## src/design/bspsc_pkg.sv

```systemverilog
// Shared widths, queue depths and queue entry types for the bubble sort block.
package bspsc_pkg;

	localparam int VAL_W            = 32;
	localparam int IDX_W            = 6;
	localparam int SWP_W            = 6;
	localparam int MAX_ELEMENTS_DEF = 16;
	localparam int CMD_DEPTH        = 4;
	localparam int RES_DEPTH        = 4;

	// Classified input request, front to back.
	typedef struct packed {
		logic signed [VAL_W-1:0] value;
		logic                    store;
		logic                    last;
		logic                    ovf;
	} cmd_t;

	// One result waiting in the output queue.
	typedef struct packed {
		logic [IDX_W-1:0]        index;
		logic signed [VAL_W-1:0] sorted_value;
		logic [SWP_W-1:0]        pass_swaps;
		logic                    overflow;
		logic                    end_of_run;
	} res_t;

endpackage

```

## src/design/bspsc_ram.sv

```systemverilog
// Generic one-write one-read RAM with registered read data.
module bspsc_ram #(
	parameter int W     = 32,
	parameter int DEPTH = 16
) (
	input  logic                     clk,
	input  logic                     we,
	input  logic [$clog2(DEPTH)-1:0] waddr,
	input  logic [W-1:0]             wdata,
	input  logic [$clog2(DEPTH)-1:0] raddr,
	output logic [W-1:0]             rdata
);

	logic [W-1:0] mem_q [DEPTH];

	always_ff @(posedge clk) begin
		if (we) begin
			mem_q[waddr] <= wdata;
		end
		rdata <= mem_q[raddr];
	end

endmodule

```

## src/design/bspsc_fifo.sv

```systemverilog
// Small synchronous FIFO with occupancy count.
module bspsc_fifo #(
	parameter int W     = 8,
	parameter int DEPTH = 4
) (
	input  logic                       clk,
	input  logic                       arst_n,
	input  logic                       push,
	input  logic [W-1:0]               din,
	output logic                       full,
	input  logic                       pop,
	output logic [W-1:0]               dout,
	output logic                       empty,
	output logic [$clog2(DEPTH+1)-1:0] count
);

	localparam int PW = $clog2(DEPTH);
	localparam int CW = $clog2(DEPTH+1);

	logic [W-1:0]  mem_q [DEPTH];
	logic [PW-1:0] wr_ptr_q, rd_ptr_q;
	logic [CW-1:0] count_q;
	logic          do_push, do_pop;

	assign full    = (count_q == CW'(DEPTH));
	assign empty   = (count_q == '0);
	assign count   = count_q;
	assign dout    = mem_q[rd_ptr_q];
	assign do_push = push && !full;
	assign do_pop  = pop && !empty;

	always_ff @(posedge clk) begin
		if (do_push) begin
			mem_q[wr_ptr_q] <= din;
		end
	end

	always_ff @(posedge clk or negedge arst_n) begin
		if (!arst_n) begin
			wr_ptr_q <= '0;
			rd_ptr_q <= '0;
			count_q  <= '0;
		end else begin
			if (do_push) begin
				wr_ptr_q <= (wr_ptr_q == PW'(DEPTH-1)) ? '0 : wr_ptr_q + PW'(1);
			end
			if (do_pop) begin
				rd_ptr_q <= (rd_ptr_q == PW'(DEPTH-1)) ? '0 : rd_ptr_q + PW'(1);
			end
			case ({do_push, do_pop})
				2'b10:   count_q <= count_q + CW'(1);
				2'b01:   count_q <= count_q - CW'(1);
				default: count_q <= count_q;
			endcase
		end
	end

endmodule

```

## src/design/bspsc_front.sv

```systemverilog
// Input side: counts loaded elements, marks drops at capacity, queues requests.
module bspsc_front #(
	parameter int MAX_ELEMENTS = bspsc_pkg::MAX_ELEMENTS_DEF
) (
	input  logic                              clk,
	input  logic                              arst_n,
	input  logic                              push,
	output logic                              full,
	input  logic signed [bspsc_pkg::VAL_W-1:0] value,
	input  logic                              last,
	input  logic                              cmd_full,
	output logic                              cmd_push,
	output bspsc_pkg::cmd_t                   cmd
);

	localparam int NW = $clog2(MAX_ELEMENTS+1);

	logic [NW-1:0] cnt_q;
	logic          ovf_q;
	logic          store;

	assign full      = cmd_full;
	assign cmd_push  = push && !cmd_full;
	assign store     = (cnt_q != NW'(MAX_ELEMENTS));
	assign cmd.value = value;
	assign cmd.store = store;
	assign cmd.last  = last;
	assign cmd.ovf   = ovf_q || !store;

	always_ff @(posedge clk or negedge arst_n) begin
		if (!arst_n) begin
			cnt_q <= '0;
			ovf_q <= 1'b0;
		end else if (cmd_push) begin
			if (last) begin
				// run closes here; next request starts a fresh load
				cnt_q <= '0;
				ovf_q <= 1'b0;
			end else if (store) begin
				cnt_q <= cnt_q + NW'(1);
			end else begin
				ovf_q <= 1'b1;
			end
		end
	end

endmodule

```

## src/design/bspsc_back.sv

```systemverilog
// Sort engine: loads the element RAM, runs bubble passes, streams results out.
module bspsc_back #(
	parameter int MAX_ELEMENTS = bspsc_pkg::MAX_ELEMENTS_DEF
) (
	input  logic                                        clk,
	input  logic                                        arst_n,
	input  logic                                        cmd_empty,
	output logic                                        cmd_pop,
	input  bspsc_pkg::cmd_t                             cmd,
	output logic                                        res_push,
	output bspsc_pkg::res_t                             res,
	input  logic [$clog2(bspsc_pkg::RES_DEPTH+1)-1:0]   res_count
);

	localparam int AW  = $clog2(MAX_ELEMENTS);
	localparam int NW  = $clog2(MAX_ELEMENTS+1);
	localparam int CW  = $clog2(bspsc_pkg::RES_DEPTH+1) + 1;
	localparam int VW  = bspsc_pkg::VAL_W;
	localparam int SW  = bspsc_pkg::SWP_W;

	typedef enum logic [2:0] {
		ST_IDLE,
		ST_PRIME,
		ST_RUN,
		ST_TAIL,
		ST_EMIT
	} state_t;

	state_t                state_q;
	logic [NW-1:0]         ld_q, n_q, len_q;
	logic                  ovf_q;
	logic [AW-1:0]         k_q, pass_q, e_q, infl_idx_q;
	logic signed [VW-1:0]  carry_q;
	logic [SW-1:0]         swaps_q;
	logic                  infl_q, infl_last_q;

	logic                  st_we;
	logic [AW-1:0]         st_waddr, st_raddr;
	logic signed [VW-1:0]  st_wdata, rd_data;
	logic [SW-1:0]         swp_rd;

	logic [NW-1:0]         lm1, nm1, n_next;
	logic                  gt, credit, emit_issue, e_last;

	assign lm1        = len_q - NW'(1);
	assign nm1        = n_q - NW'(1);
	assign n_next     = ld_q + NW'(cmd.store);
	assign gt         = carry_q > rd_data;
	assign credit     = (CW'(res_count) + CW'(infl_q)) < CW'(bspsc_pkg::RES_DEPTH);
	assign emit_issue = (state_q == ST_EMIT) && credit;
	assign e_last     = (e_q == nm1[AW-1:0]);
	assign cmd_pop    = (state_q == ST_IDLE) && !cmd_empty;

	// one read and one write per cycle: the larger value rides along in carry_q
	always_comb begin
		st_we    = 1'b0;
		st_waddr = ld_q[AW-1:0];
		st_wdata = cmd.value;
		st_raddr = '0;
		case (state_q)
			ST_IDLE: begin
				st_we = cmd_pop && cmd.store;
			end
			ST_PRIME: begin
				st_raddr = AW'(1);
			end
			ST_RUN: begin
				st_we    = 1'b1;
				st_waddr = k_q - AW'(1);
				st_wdata = gt ? rd_data : carry_q;
				st_raddr = k_q + AW'(1);
			end
			ST_TAIL: begin
				st_we    = 1'b1;
				st_waddr = lm1[AW-1:0];
				st_wdata = carry_q;
			end
			ST_EMIT: begin
				st_raddr = e_q;
			end
			default: begin
				st_we = 1'b0;
			end
		endcase
	end

	bspsc_ram #(.W(VW), .DEPTH(MAX_ELEMENTS)) u_store (
		.clk   (clk),
		.we    (st_we),
		.waddr (st_waddr),
		.wdata (st_wdata),
		.raddr (st_raddr),
		.rdata (rd_data)
	);

	bspsc_ram #(.W(SW), .DEPTH(MAX_ELEMENTS)) u_swaps (
		.clk   (clk),
		.we    (state_q == ST_TAIL),
		.waddr (pass_q),
		.wdata (swaps_q),
		.raddr (e_q),
		.rdata (swp_rd)
	);

	assign res_push           = infl_q;
	assign res.index          = bspsc_pkg::IDX_W'(infl_idx_q);
	assign res.sorted_value   = rd_data;
	assign res.pass_swaps     = infl_last_q ? '0 : swp_rd;
	assign res.overflow       = ovf_q;
	assign res.end_of_run     = infl_last_q;

	always_ff @(posedge clk or negedge arst_n) begin
		if (!arst_n) begin
			state_q     <= ST_IDLE;
			ld_q        <= '0;
			n_q         <= '0;
			len_q       <= '0;
			ovf_q       <= 1'b0;
			k_q         <= '0;
			pass_q      <= '0;
			e_q         <= '0;
			infl_idx_q  <= '0;
			carry_q     <= '0;
			swaps_q     <= '0;
			infl_q      <= 1'b0;
			infl_last_q <= 1'b0;
		end else begin
			infl_q <= emit_issue;
			case (state_q)
				ST_IDLE: begin
					if (cmd_pop) begin
						if (cmd.last) begin
							ld_q    <= '0;
							n_q     <= n_next;
							len_q   <= n_next;
							ovf_q   <= cmd.ovf;
							pass_q  <= '0;
							e_q     <= '0;
							state_q <= (n_next >= NW'(2)) ? ST_PRIME : ST_EMIT;
						end else if (cmd.store) begin
							ld_q <= ld_q + NW'(1);
						end
					end
				end
				ST_PRIME: begin
					carry_q <= rd_data;
					k_q     <= AW'(1);
					swaps_q <= '0;
					state_q <= ST_RUN;
				end
				ST_RUN: begin
					carry_q <= gt ? carry_q : rd_data;
					swaps_q <= swaps_q + SW'(gt);
					if (k_q == lm1[AW-1:0]) begin
						state_q <= ST_TAIL;
					end else begin
						k_q <= k_q + AW'(1);
					end
				end
				ST_TAIL: begin
					len_q   <= lm1;
					pass_q  <= pass_q + AW'(1);
					state_q <= (lm1 >= NW'(2)) ? ST_PRIME : ST_EMIT;
				end
				ST_EMIT: begin
					if (emit_issue) begin
						infl_last_q <= e_last;
						infl_idx_q  <= e_q;
						e_q         <= e_q + AW'(1);
						if (e_last) begin
							state_q <= ST_IDLE;
						end
					end
				end
				default: begin
					state_q <= ST_IDLE;
				end
			endcase
		end
	end

endmodule

```

## src/design/bubble_sort_pass_swap_count_top.sv

```systemverilog
// Top level of the bubble sort block with per-pass swap counts.
// Elements are pushed one per cycle into a four-entry request queue; the front
// keeps taking elements, also for the next run, until that queue is full. Once
// the last element reaches the sort engine, the run is sorted in bubble passes,
// each pass running on the single read and single write port of the element
// RAM, and then the results stream into a four-entry result queue. No clearing
// pass follows reset; the block takes requests as soon as reset is released.
module bubble_sort_pass_swap_count_top #(
	parameter int MAX_ELEMENTS = bspsc_pkg::MAX_ELEMENTS_DEF
) (
	input  logic                               clk,
	input  logic                               arst_n,
	input  logic                               push,
	output logic                               full,
	input  logic signed [bspsc_pkg::VAL_W-1:0] value,
	input  logic                               last,
	output logic                               empty,
	input  logic                               pop,
	output logic [bspsc_pkg::IDX_W-1:0]        index,
	output logic signed [bspsc_pkg::VAL_W-1:0] sorted_value,
	output logic [bspsc_pkg::SWP_W-1:0]        pass_swaps,
	output logic                               overflow,
	output logic                               end_of_run
);

	localparam int CMD_W = $bits(bspsc_pkg::cmd_t);
	localparam int RES_W = $bits(bspsc_pkg::res_t);

	bspsc_pkg::cmd_t cmd_in, cmd_out;
	bspsc_pkg::res_t res_in, res_out;
	logic            cmd_push, cmd_full, cmd_pop, cmd_empty;
	logic            res_push;
	logic [$clog2(bspsc_pkg::RES_DEPTH+1)-1:0] res_count;

	bspsc_front #(.MAX_ELEMENTS(MAX_ELEMENTS)) u_front (
		.clk      (clk),
		.arst_n   (arst_n),
		.push     (push),
		.full     (full),
		.value    (value),
		.last     (last),
		.cmd_full (cmd_full),
		.cmd_push (cmd_push),
		.cmd      (cmd_in)
	);

	bspsc_fifo #(.W(CMD_W), .DEPTH(bspsc_pkg::CMD_DEPTH)) u_cmd_q (
		.clk    (clk),
		.arst_n (arst_n),
		.push   (cmd_push),
		.din    (cmd_in),
		.full   (cmd_full),
		.pop    (cmd_pop),
		.dout   (cmd_out),
		.empty  (cmd_empty),
		.count  ()
	);

	bspsc_back #(.MAX_ELEMENTS(MAX_ELEMENTS)) u_back (
		.clk       (clk),
		.arst_n    (arst_n),
		.cmd_empty (cmd_empty),
		.cmd_pop   (cmd_pop),
		.cmd       (cmd_out),
		.res_push  (res_push),
		.res       (res_in),
		.res_count (res_count)
	);

	// the back end only issues reads it has room for, so full is never hit
	bspsc_fifo #(.W(RES_W), .DEPTH(bspsc_pkg::RES_DEPTH)) u_res_q (
		.clk    (clk),
		.arst_n (arst_n),
		.push   (res_push),
		.din    (res_in),
		.full   (),
		.pop    (pop),
		.dout   (res_out),
		.empty  (empty),
		.count  (res_count)
	);

	assign index        = res_out.index;
	assign sorted_value = res_out.sorted_value;
	assign pass_swaps   = res_out.pass_swaps;
	assign overflow     = res_out.overflow;
	assign end_of_run   = res_out.end_of_run;

endmodule

```

## config.mk

```make
export PLATFORM = sky130hd
export DESIGN_NAME = bubble_sort_pass_swap_count_top
export DESIGN_NICKNAME = d
export VERILOG_FILES = /design/src/design/bspsc_pkg.sv /design/src/design/bspsc_ram.sv /design/src/design/bspsc_fifo.sv /design/src/design/bspsc_front.sv /design/src/design/bspsc_back.sv /design/src/design/bubble_sort_pass_swap_count_top.sv
export SDC_FILE = /design/constraint.sdc
export NUM_CORES = 1
export LEC_CHECK = 0
export BUFFER_PORTS_ARGS = -buffer_cell sky130_fd_sc_hd__clkbuf_2
export CELL_PAD_IN_SITES_DETAIL_PLACEMENT = 0
export CELL_PAD_IN_SITES_GLOBAL_PLACEMENT = 1
export CORE_UTILIZATION = 30
export DETAILED_ROUTE_END_ITERATION = 16
export GPL_TIMING_DRIVEN = 0
export PLACE_DENSITY_LB_ADDON = 0.1
export SLEW_MARGIN = 20
export SYNTH_ARGS = -nofsm -noshare
export SYNTH_HDL_FRONTEND = slang
export SYNTH_HIERARCHICAL = 1
export SYNTH_SLANG_ARGS = --single-unit
```

## constraint.sdc

```tcl
create_clock -name clk -period 7.5 [get_ports clk]
set_input_delay 0.75 -clock clk [delete_from_list [all_inputs] [get_ports clk]]
set_output_delay 0.75 -clock clk [all_outputs]
set_load 0.05 [all_outputs]
```

Word-level counts from Yosys, hierarchy flattened
Memory sizes are Yosys's and may differ from the RTL's. A register that Yosys moved wholly into a read port is not among the register bits.
Cells that the tools add are included.
{"block": "totals", "register_bits": 94, "mem_count": 4, "ram_bits": 924, "wordCells": 155, "output_inout_bits": 48}
{"block": "classes", "muxes": 47, "n_eq_ne": 25, "n_lt_le_gt_ge": 4, "n_reduce_logical": 35, "n_addsub": 19}
{"name": "u_back.u_store.mem_q", "depth": 16, "width": 32, "read_ports": 1, "rd_clocked_by_memory_dff": 1, "wr": 1, "line_no": "bspsc_ram.sv:14", "text": "logic [W-1:0] mem_q [DEPTH];"}
{"name": "u_res_q.mem_q", "depth": 4, "width": 44, "read_ports": 1, "rd_clocked_by_memory_dff": 0, "wr": 1, "line_no": "bspsc_fifo.sv:20", "text": "logic [W-1:0] mem_q [DEPTH];"}
{"name": "u_cmd_q.mem_q", "depth": 4, "width": 35, "read_ports": 1, "rd_clocked_by_memory_dff": 0, "wr": 1, "line_no": "bspsc_fifo.sv:20"}
{"name": "u_back.u_swaps.mem_q", "depth": 16, "width": 6, "read_ports": 1, "rd_clocked_by_memory_dff": 1, "wr": 1, "line_no": "bspsc_ram.sv:14"}
{"cell": "$pmux W32 S2", "count": 2}
{"cell": "$mux W32", "count": 2}
{"cell": "$gt A32 B32 Y1", "count": 1}
{"cell": "$pmux W4 S2", "count": 4}
{"cell": "$mux W5", "count": 6}
{"cell": "$mux W3", "count": 7}
{"cell": "$mux W4", "count": 4}
{"cell": "$pmux W3 S5", "count": 1}
{"cell": "$reduce_bool A2 Y1", "count": 7}
{"cell": "$add A4 B1 Y4 const B", "count": 3}
{"cell": "$eq A2 B2 Y1 const B", "count": 6}
{"cell": "$pmux W3 S2", "count": 2}
{"cell": "$pmux W4 S3", "count": 1}
{"cell": "$pmux W6 S2", "count": 1}
{"cell": "$add A5 B1 Y5 const B", "count": 2}
{"cell": "$ge A5 B2 Y1 const B", "count": 2}
{"cell": "$mux W1", "count": 10}
{"cell": "$pmux W5 S2", "count": 1}
{"cell": "$reduce_and A2 Y1", "count": 5}
{"cell": "$eq A3 B3 Y1 const B", "count": 3}
{"cell": "$logic_not A3 Y1", "count": 3}
{"cell": "$reduce_and A3 Y1", "count": 3}
{"cell": "$add A2 B1 Y2 const B", "count": 4}
{"cell": "$eq A4 B4 Y1", "count": 2}
{"cell": "23 further kinds", "count": 48}

Longest topological paths before layout
{"block": "depth", "ltp_word": 7, "depth_mapped": 12}

Modules after synthesis
The synthesis kept the hierarchy.
{"mod": "bspsc_ram (u_back.u_store)", "cells_per_inst": 838, "instances": 1, "seq_area_each_um2": 16015.4, "area_per_inst_um2": 19835.3}
{"mod": "bspsc_fifo (u_res_q)", "cells_per_inst": 280, "instances": 1, "seq_area_each_um2": 5700.5, "area_per_inst_um2": 7080.5}
{"mod": "bspsc_back", "cells_per_inst": 636, "instances": 1, "seq_area_each_um2": 1851.8, "area_per_inst_um2": 5571.6}
{"mod": "bspsc_fifo (u_cmd_q)", "cells_per_inst": 223, "instances": 1, "seq_area_each_um2": 4379.2, "area_per_inst_um2": 5556.6}
{"mod": "bspsc_ram (u_back.u_swaps)", "cells_per_inst": 178, "instances": 1, "seq_area_each_um2": 3002.9, "area_per_inst_um2": 3895.0}
{"mod": "bspsc_front", "cells_per_inst": 69, "instances": 1, "seq_area_each_um2": 150.1, "area_per_inst_um2": 619.3}

Worst setup path after synthesis
No wires, ideal clock.
{"block": "synth_path", "kind": "register to register", "from": "reg u_back.state_q[0]", "to": "mem u_back.u_store.mem_q[0][0], enable pin", "setup_slack_ps": 2921, "path_buffers": 2, "path_stages_with_launch": 9, "arrival_ps": 4118, "required_ps": 7039, "cell_sequence": "dfrtp_1 > clkbuf_1 > or2_1 > clkbuf_1 > nor3_1 > nand2_1 > nand2_1 > or3b_2 > nor3_1"}
{"block": "synth_via", "elab_chain_len": 6}
{"element": "start: declaration", "line_no": "bspsc_back.sv:29", "text": "state_t state_q;"}
{"element": "start signal: assignment", "line_no": "bspsc_back.sv:139", "text": "state_q <= (n_next >= NW'(2)) ? ST_PRIME : ST_EMIT;"}
{"element": "start signal: assignment", "line_no": "bspsc_back.sv:163", "text": "state_q <= (lm1 >= NW'(2)) ? ST_PRIME : ST_EMIT;"}
{"element": "$logic_not A3 Y1", "line_no": "bspsc_back.sv:52", "text": "assign cmd_pop = (state_q == ST_IDLE) && !cmd_empty;"}
{"element": "$logic_and A1 B1 Y1", "line_no": "bspsc_back.sv:52"}
{"element": "via cmd_pop", "line_no": "bubble_sort_pass_swap_count_top.sv:31", "text": "logic cmd_push, cmd_full, cmd_pop, cmd_empty;"}
{"element": "$logic_and A1 B1 Y1", "line_no": "bspsc_back.sv:62", "text": "st_we = cmd_pop && cmd.store;"}
{"element": "$pmux W1 S2", "line_no": "bspsc_back.sv:60", "text": "case (state_q)"}
{"element": "via u_back.st_we", "line_no": "bspsc_back.sv:37", "text": "logic st_we;"}
{"element": "$mux W1", "line_no": "bspsc_ram.sv:17", "text": "if (we) begin"}
{"element": "$mux W1 (not written as such)", "line_no": "bspsc_ram.sv:18", "text": "mem_q[waddr] <= wdata;"}
{"element": "end: declaration", "line_no": "bspsc_ram.sv:14"}
The timed path passes the listed nets, and every way through them passes these cells.

Worst setup path in the final report
{"block": "layout_path", "from": "reg u_back.u_store.rdata[26], read port of u_back.u_store.mem_q", "to": "mem u_back.u_store.mem_q[16][27], in the netlist u_back/u_store/mem_q[8][27] (data pin)"}
{"block": "layout_via", "elab_chain_len": 3}
{"element": "start: declaration", "line_no": "bspsc_ram.sv:11", "text": "output logic [W-1:0] rdata"}
{"element": "$gt A32 B32 Y1", "line_no": "bspsc_back.sv:48", "text": "assign gt = carry_q > rd_data;"}
{"element": "$mux W32", "line_no": "bspsc_back.sv:70", "text": "st_wdata = gt ? rd_data : carry_q;"}
{"element": "$pmux W32 S2", "line_no": "bspsc_back.sv:60"}
{"element": "via u_back.st_wdata[27]", "line_no": "bspsc_back.sv:39", "text": "logic signed [VW-1:0] st_wdata, rd_data;"}
The timed path passes the listed nets, and every way through them passes these cells.

==> results.yml <==
run_status:
  outcome: "completed"
worst_setup_path:
  setup.worst_path.start: "u_back/u_store/rdata[26]"
  crit_fanout: 16
  critical_path_rt_ns: 7.88
  r2r_slack_ns: 2.66
  worstReg2RegEnd: "u_back/u_store/mem_q[8][27]"
  crit-reg2reg-launch: "u_back/u_store/rdata[26]"
  worstSetupEndpointType: "register"
  path_class: "register to register"
  crit_arrival_ns: 5.22
  critical_path.startpoint_type: "register"
  worstSetupEndpoint: "u_back/u_store/mem_q[8][27]"
  number_of_cell_instances_on_the_worst_register_to_register_path: 11
clock_network:
  cts_sinks: 1064
  cts_tree: "built"
  cts_buffers: 115
  clk_root_buffer_cell: "sky130_fd_sc_hd__clkbuf_16"
  insertion_delay_ns: 0.73
  clockBufferDepth: 3
  cts_resized: 0
  clk_pin_slew_worst_paths_ns: 0.06
  cts_htree_levels: 3
placement:
  place_inst: 4205
  port-buffer-count: 51
  place_congestion: 0.774
  dpl_worst_slack_ns: 2.46
  total_placed_instance_area_um2: 46200
  hpwlAfterDp_mm: 78.7
detailed_routing:
  post_drt_wl_per_cell_um: 26.1
  dr_total_vias: 21457
  viasPerCell: 4.84
  drtPass1Iterations: 5
  detail_route.wirelength_mm: 116
  first_iter_violations: 1480
  route.antenna.remaining_nets: 0
  post-route-drc-count: 0
power:
  fraction_of_power_consumed_by_sequential_logic_pct: 40.5
  power_leakage_nw: 16.7
  intPower_w: 0.0143
  combinationalPowerShare_pct: 33.2
  p_switching_w: 0.00776
  max_ir_drop_vdd_mv: 0.246
  p_clk_share_pct: 26.3
  power.share.switching_pct: 35.1
  p_per_area_nw_per_um2: 440
sta:
  layout_setup_ws_ns: 2.66
  worst_pin_slew_ns: 1.13
  hold_violation_count_in_the_final_report: 0
  ratio_of_final_minimum_period_to_clock_period_pct: 64.5
  timing.fmax_mhz: 207
  skew_ns: 0.0228
  timing.final.setup_violations: 0
  rsz0062_at_grt: "false"
  final_period_minus_worst_setup_slack_ns: 4.84
  setup-tns-final_ns: 0
  timing.slew.headroom_pct: 24.2
  timing_max_transition_violations_final: 0
finish:
  num-nets-final: 2543
  post_route_cells_drive_above_1_share_pct: 26.3
  most_frequent_cells_in_the_layout: "sky130_fd_sc_hd__edfxtp_1 (932), sky130_fd_sc_hd__mux4_2 (214), sky130_fd_sc_hd__clkbuf_16 (116)"
  fin_area_um2: 50200
  fin_cells: 4434
  area_growth_syn_to_layout_pct: 18.0
  mostFrequentLayoutCell: "sky130_fd_sc_hd__edfxtp_1"
synth:
  ys_ff_latch: 1064
  yosys.area.top_type_share_pct: 65.8
  post_synth_main_area_contributors: "sky130_fd_sc_hd__edfxtp_1 (66%), sky130_fd_sc_hd__mux4_2 (11%), sky130_fd_sc_hd__dfrtp_1 (5.5%)"
  synthesis.instances: 2224
  postSynthAreaPerCell_um2: 19.1
  yosysWarnings: 6
  synth_edf_count: 932
  netlist.top_cell.by_area: "sky130_fd_sc_hd__edfxtp_1"
  synthFlopType: "sky130_fd_sc_hd__edfxtp_1"
  async_reset_ff_share_pct: 8.83
  netlist-cell-type-count: 76
  synth-seq-area-share_pct: 73.1
  netlist_area_um2: 42600
floorplan:
  die_height_um: 379
  ios: 85
  row_count: 137
  floorplan.die.width_um: 379
  coreArea_um2: 140000
  initial_core_util_pct: 30.4
  fp.dieArea_um2: 143000
global_route:
  antenna_found_initial: 6
  grt_first_pass_wirelength_mm: 166
  grt_max_degree: 75
  grt_usage_pct: 16.4
  gr-total-overflow: 0
  grt_pass1_vias: 22862
worst_hold_path:
  worst_hold_path_type: "input port to register"
flow_run:
  drv.max_cap_violation_count: 0
-- kinds of logic after synthesis --
logic type                 count (synthesis)  share of synthesized area (%)
adders and majority gates                 59                           1.77
other                                      1                        0.00881
xor gates and xnor gates                  32                          0.659
and+or+nand+nor                          310                           3.54
buffers and inverters                    203                           2.65
DFF                                     1064                           73.1
muxes                                    304                           14.4
AOI/OAI and AO/OA                        251                           3.95
-- power groups by stage --
stage	Combinational, W	Sequential, W	Clock, W
2_1_floorplan	0.00492	0.00864	0
3_3_place_gp	0.00714	0.00908	0
3_5_place_dp	0.00745	0.00908	0
4_1_cts	0.00747	0.00897	0.00599
5_1_grt	0.00792	0.00905	0.00620
6_report	0.00732	0.00895	0.00581
-- critical path: stages (launching register included) --
cell	delay, ns
sky130_fd_sc_hd__dfxtp_1	0.71
sky130_fd_sc_hd__inv_1	0.10
sky130_fd_sc_hd__ha_1	0.33
sky130_fd_sc_hd__nand4_1	0.18
sky130_fd_sc_hd__nor4_2	0.76
sky130_fd_sc_hd__nand3_2	0.38
sky130_fd_sc_hd__and4b_1	0.31
sky130_fd_sc_hd__a21oi_2	0.27
sky130_fd_sc_hd__buf_6	0.27
sky130_fd_sc_hd__buf_6	0.23
sky130_fd_sc_hd__mux2i_1	0.10
sky130_fd_sc_hd__a21oi_1	0.83
-- metrics by stage --
stage / hold slack [ns] / power [W] / util, %
global placement: 0.475 / 0.0162 / 32.2
floorplan: 0.447 / 0.0136 / -
detailed placement: 0.492 / 0.0165 / 33.0
global route: 0.191 / 0.0232 / 35.8
CTS: 0.163 / 0.0224 / 35.8
finish: 0.230 / 0.0221 / 35.8
-- registers in the layout (all words and copies together) (netlist names), 5 cells and up --
register and cells:
u_back/ld_q 5, u_res_q/mem_q 184, u_back/swaps_q 6, u_back/len_q 5, u_back/u_store/mem_q 512, u_back/u_store/rdata 32, u_back/carry_q 32, u_front/cnt_q 5
u_back/u_swaps/rdata 6, u_back/u_swaps/mem_q 96, u_cmd_q/mem_q 140
-- metal layers --
layer / share of wire (%) / up-vias / wire (um) / track usage, %
met3: 4.3 / 128 / 4970 / 2.52
met4: 2.0 / 0 / 2340 / 4.46
met5: 0 / - / 0 / 0
met1: 44 / 11472 / 50600 / 21.6
li1: - / 9392 / - / -
met2: 50 / 465 / 57900 / 27.9
-- area by class of cell --
class | count | area, um^2
repair buffers | 105 | 1170
diodes | 8 | 20.0
well taps | 1876 | 2350
flip-flops and latches | 1064 | 31100
multi-input cells | 958 | 10600
clock buffers | 151 | 3040
clock inverters | 69 | 821
inverters | 62 | 233
fillers | 13088 | 89800
plain buffers | 141 | 895
-- what timing repair did --
| action | 4_1_cts | 5_1_grt |
|---|---|---|
| hold buffers | 1 | 0 |
| hold endpoints to repair | 20 | 0 |
| setup buffers | 0 | 0 |
| endpoints found under the setup margin | 0 | 0 |
-- worst min path at each step --
stage                     start  slack [ns]                   end  depth (start not counted)
6_report              value[14]        0.23  u_cmd_q/mem_q[0][17]                          1
2_1_floorplan            arst_n        0.45     u_back/carry_q[0]                          0
3_3_place_gp   u_cmd_q/count[2]        0.47      u_cmd_q/count[2]                          1
5_1_grt               value[14]        0.19  u_cmd_q/mem_q[1][17]                          1
4_1_cts               value[14]        0.16  u_cmd_q/mem_q[0][17]                          1
3_5_place_dp   u_cmd_q/count[2]        0.49      u_cmd_q/count[2]                          1
-- synthesized netlist by cell type, types with 5 or more instances --
library cell	number
sky130_fd_sc_hd__a211oi_1	9
sky130_fd_sc_hd__a21oi_1	63
sky130_fd_sc_hd__a221o_1	11
sky130_fd_sc_hd__a22o_1	16
sky130_fd_sc_hd__a22oi_1	82
sky130_fd_sc_hd__and2_1	12
sky130_fd_sc_hd__and3_1	5
sky130_fd_sc_hd__buf_1	12
sky130_fd_sc_hd__buf_2	17
sky130_fd_sc_hd__buf_4	53
sky130_fd_sc_hd__buf_6	11
sky130_fd_sc_hd__clkbuf_1	42
sky130_fd_sc_hd__dfrtp_1	94
sky130_fd_sc_hd__dfxtp_1	38
sky130_fd_sc_hd__edfxtp_1	932
sky130_fd_sc_hd__ha_1	57
sky130_fd_sc_hd__inv_1	58
sky130_fd_sc_hd__mux2_1	8
sky130_fd_sc_hd__mux2_2	15
sky130_fd_sc_hd__mux2_4	10
sky130_fd_sc_hd__mux2i_1	38
sky130_fd_sc_hd__mux4_1	19
sky130_fd_sc_hd__mux4_2	214
sky130_fd_sc_hd__nand2_1	92
sky130_fd_sc_hd__nand2b_1	8
sky130_fd_sc_hd__nand3_1	14
sky130_fd_sc_hd__nand3b_1	6
sky130_fd_sc_hd__nand4_1	13
sky130_fd_sc_hd__nor2_1	89
sky130_fd_sc_hd__nor2b_1	21
sky130_fd_sc_hd__nor3_1	26
sky130_fd_sc_hd__o21ai_0	44
sky130_fd_sc_hd__xnor2_1	12
sky130_fd_sc_hd__xor2_1	20
Note: power is estimated with default switching activity, not from simulation.
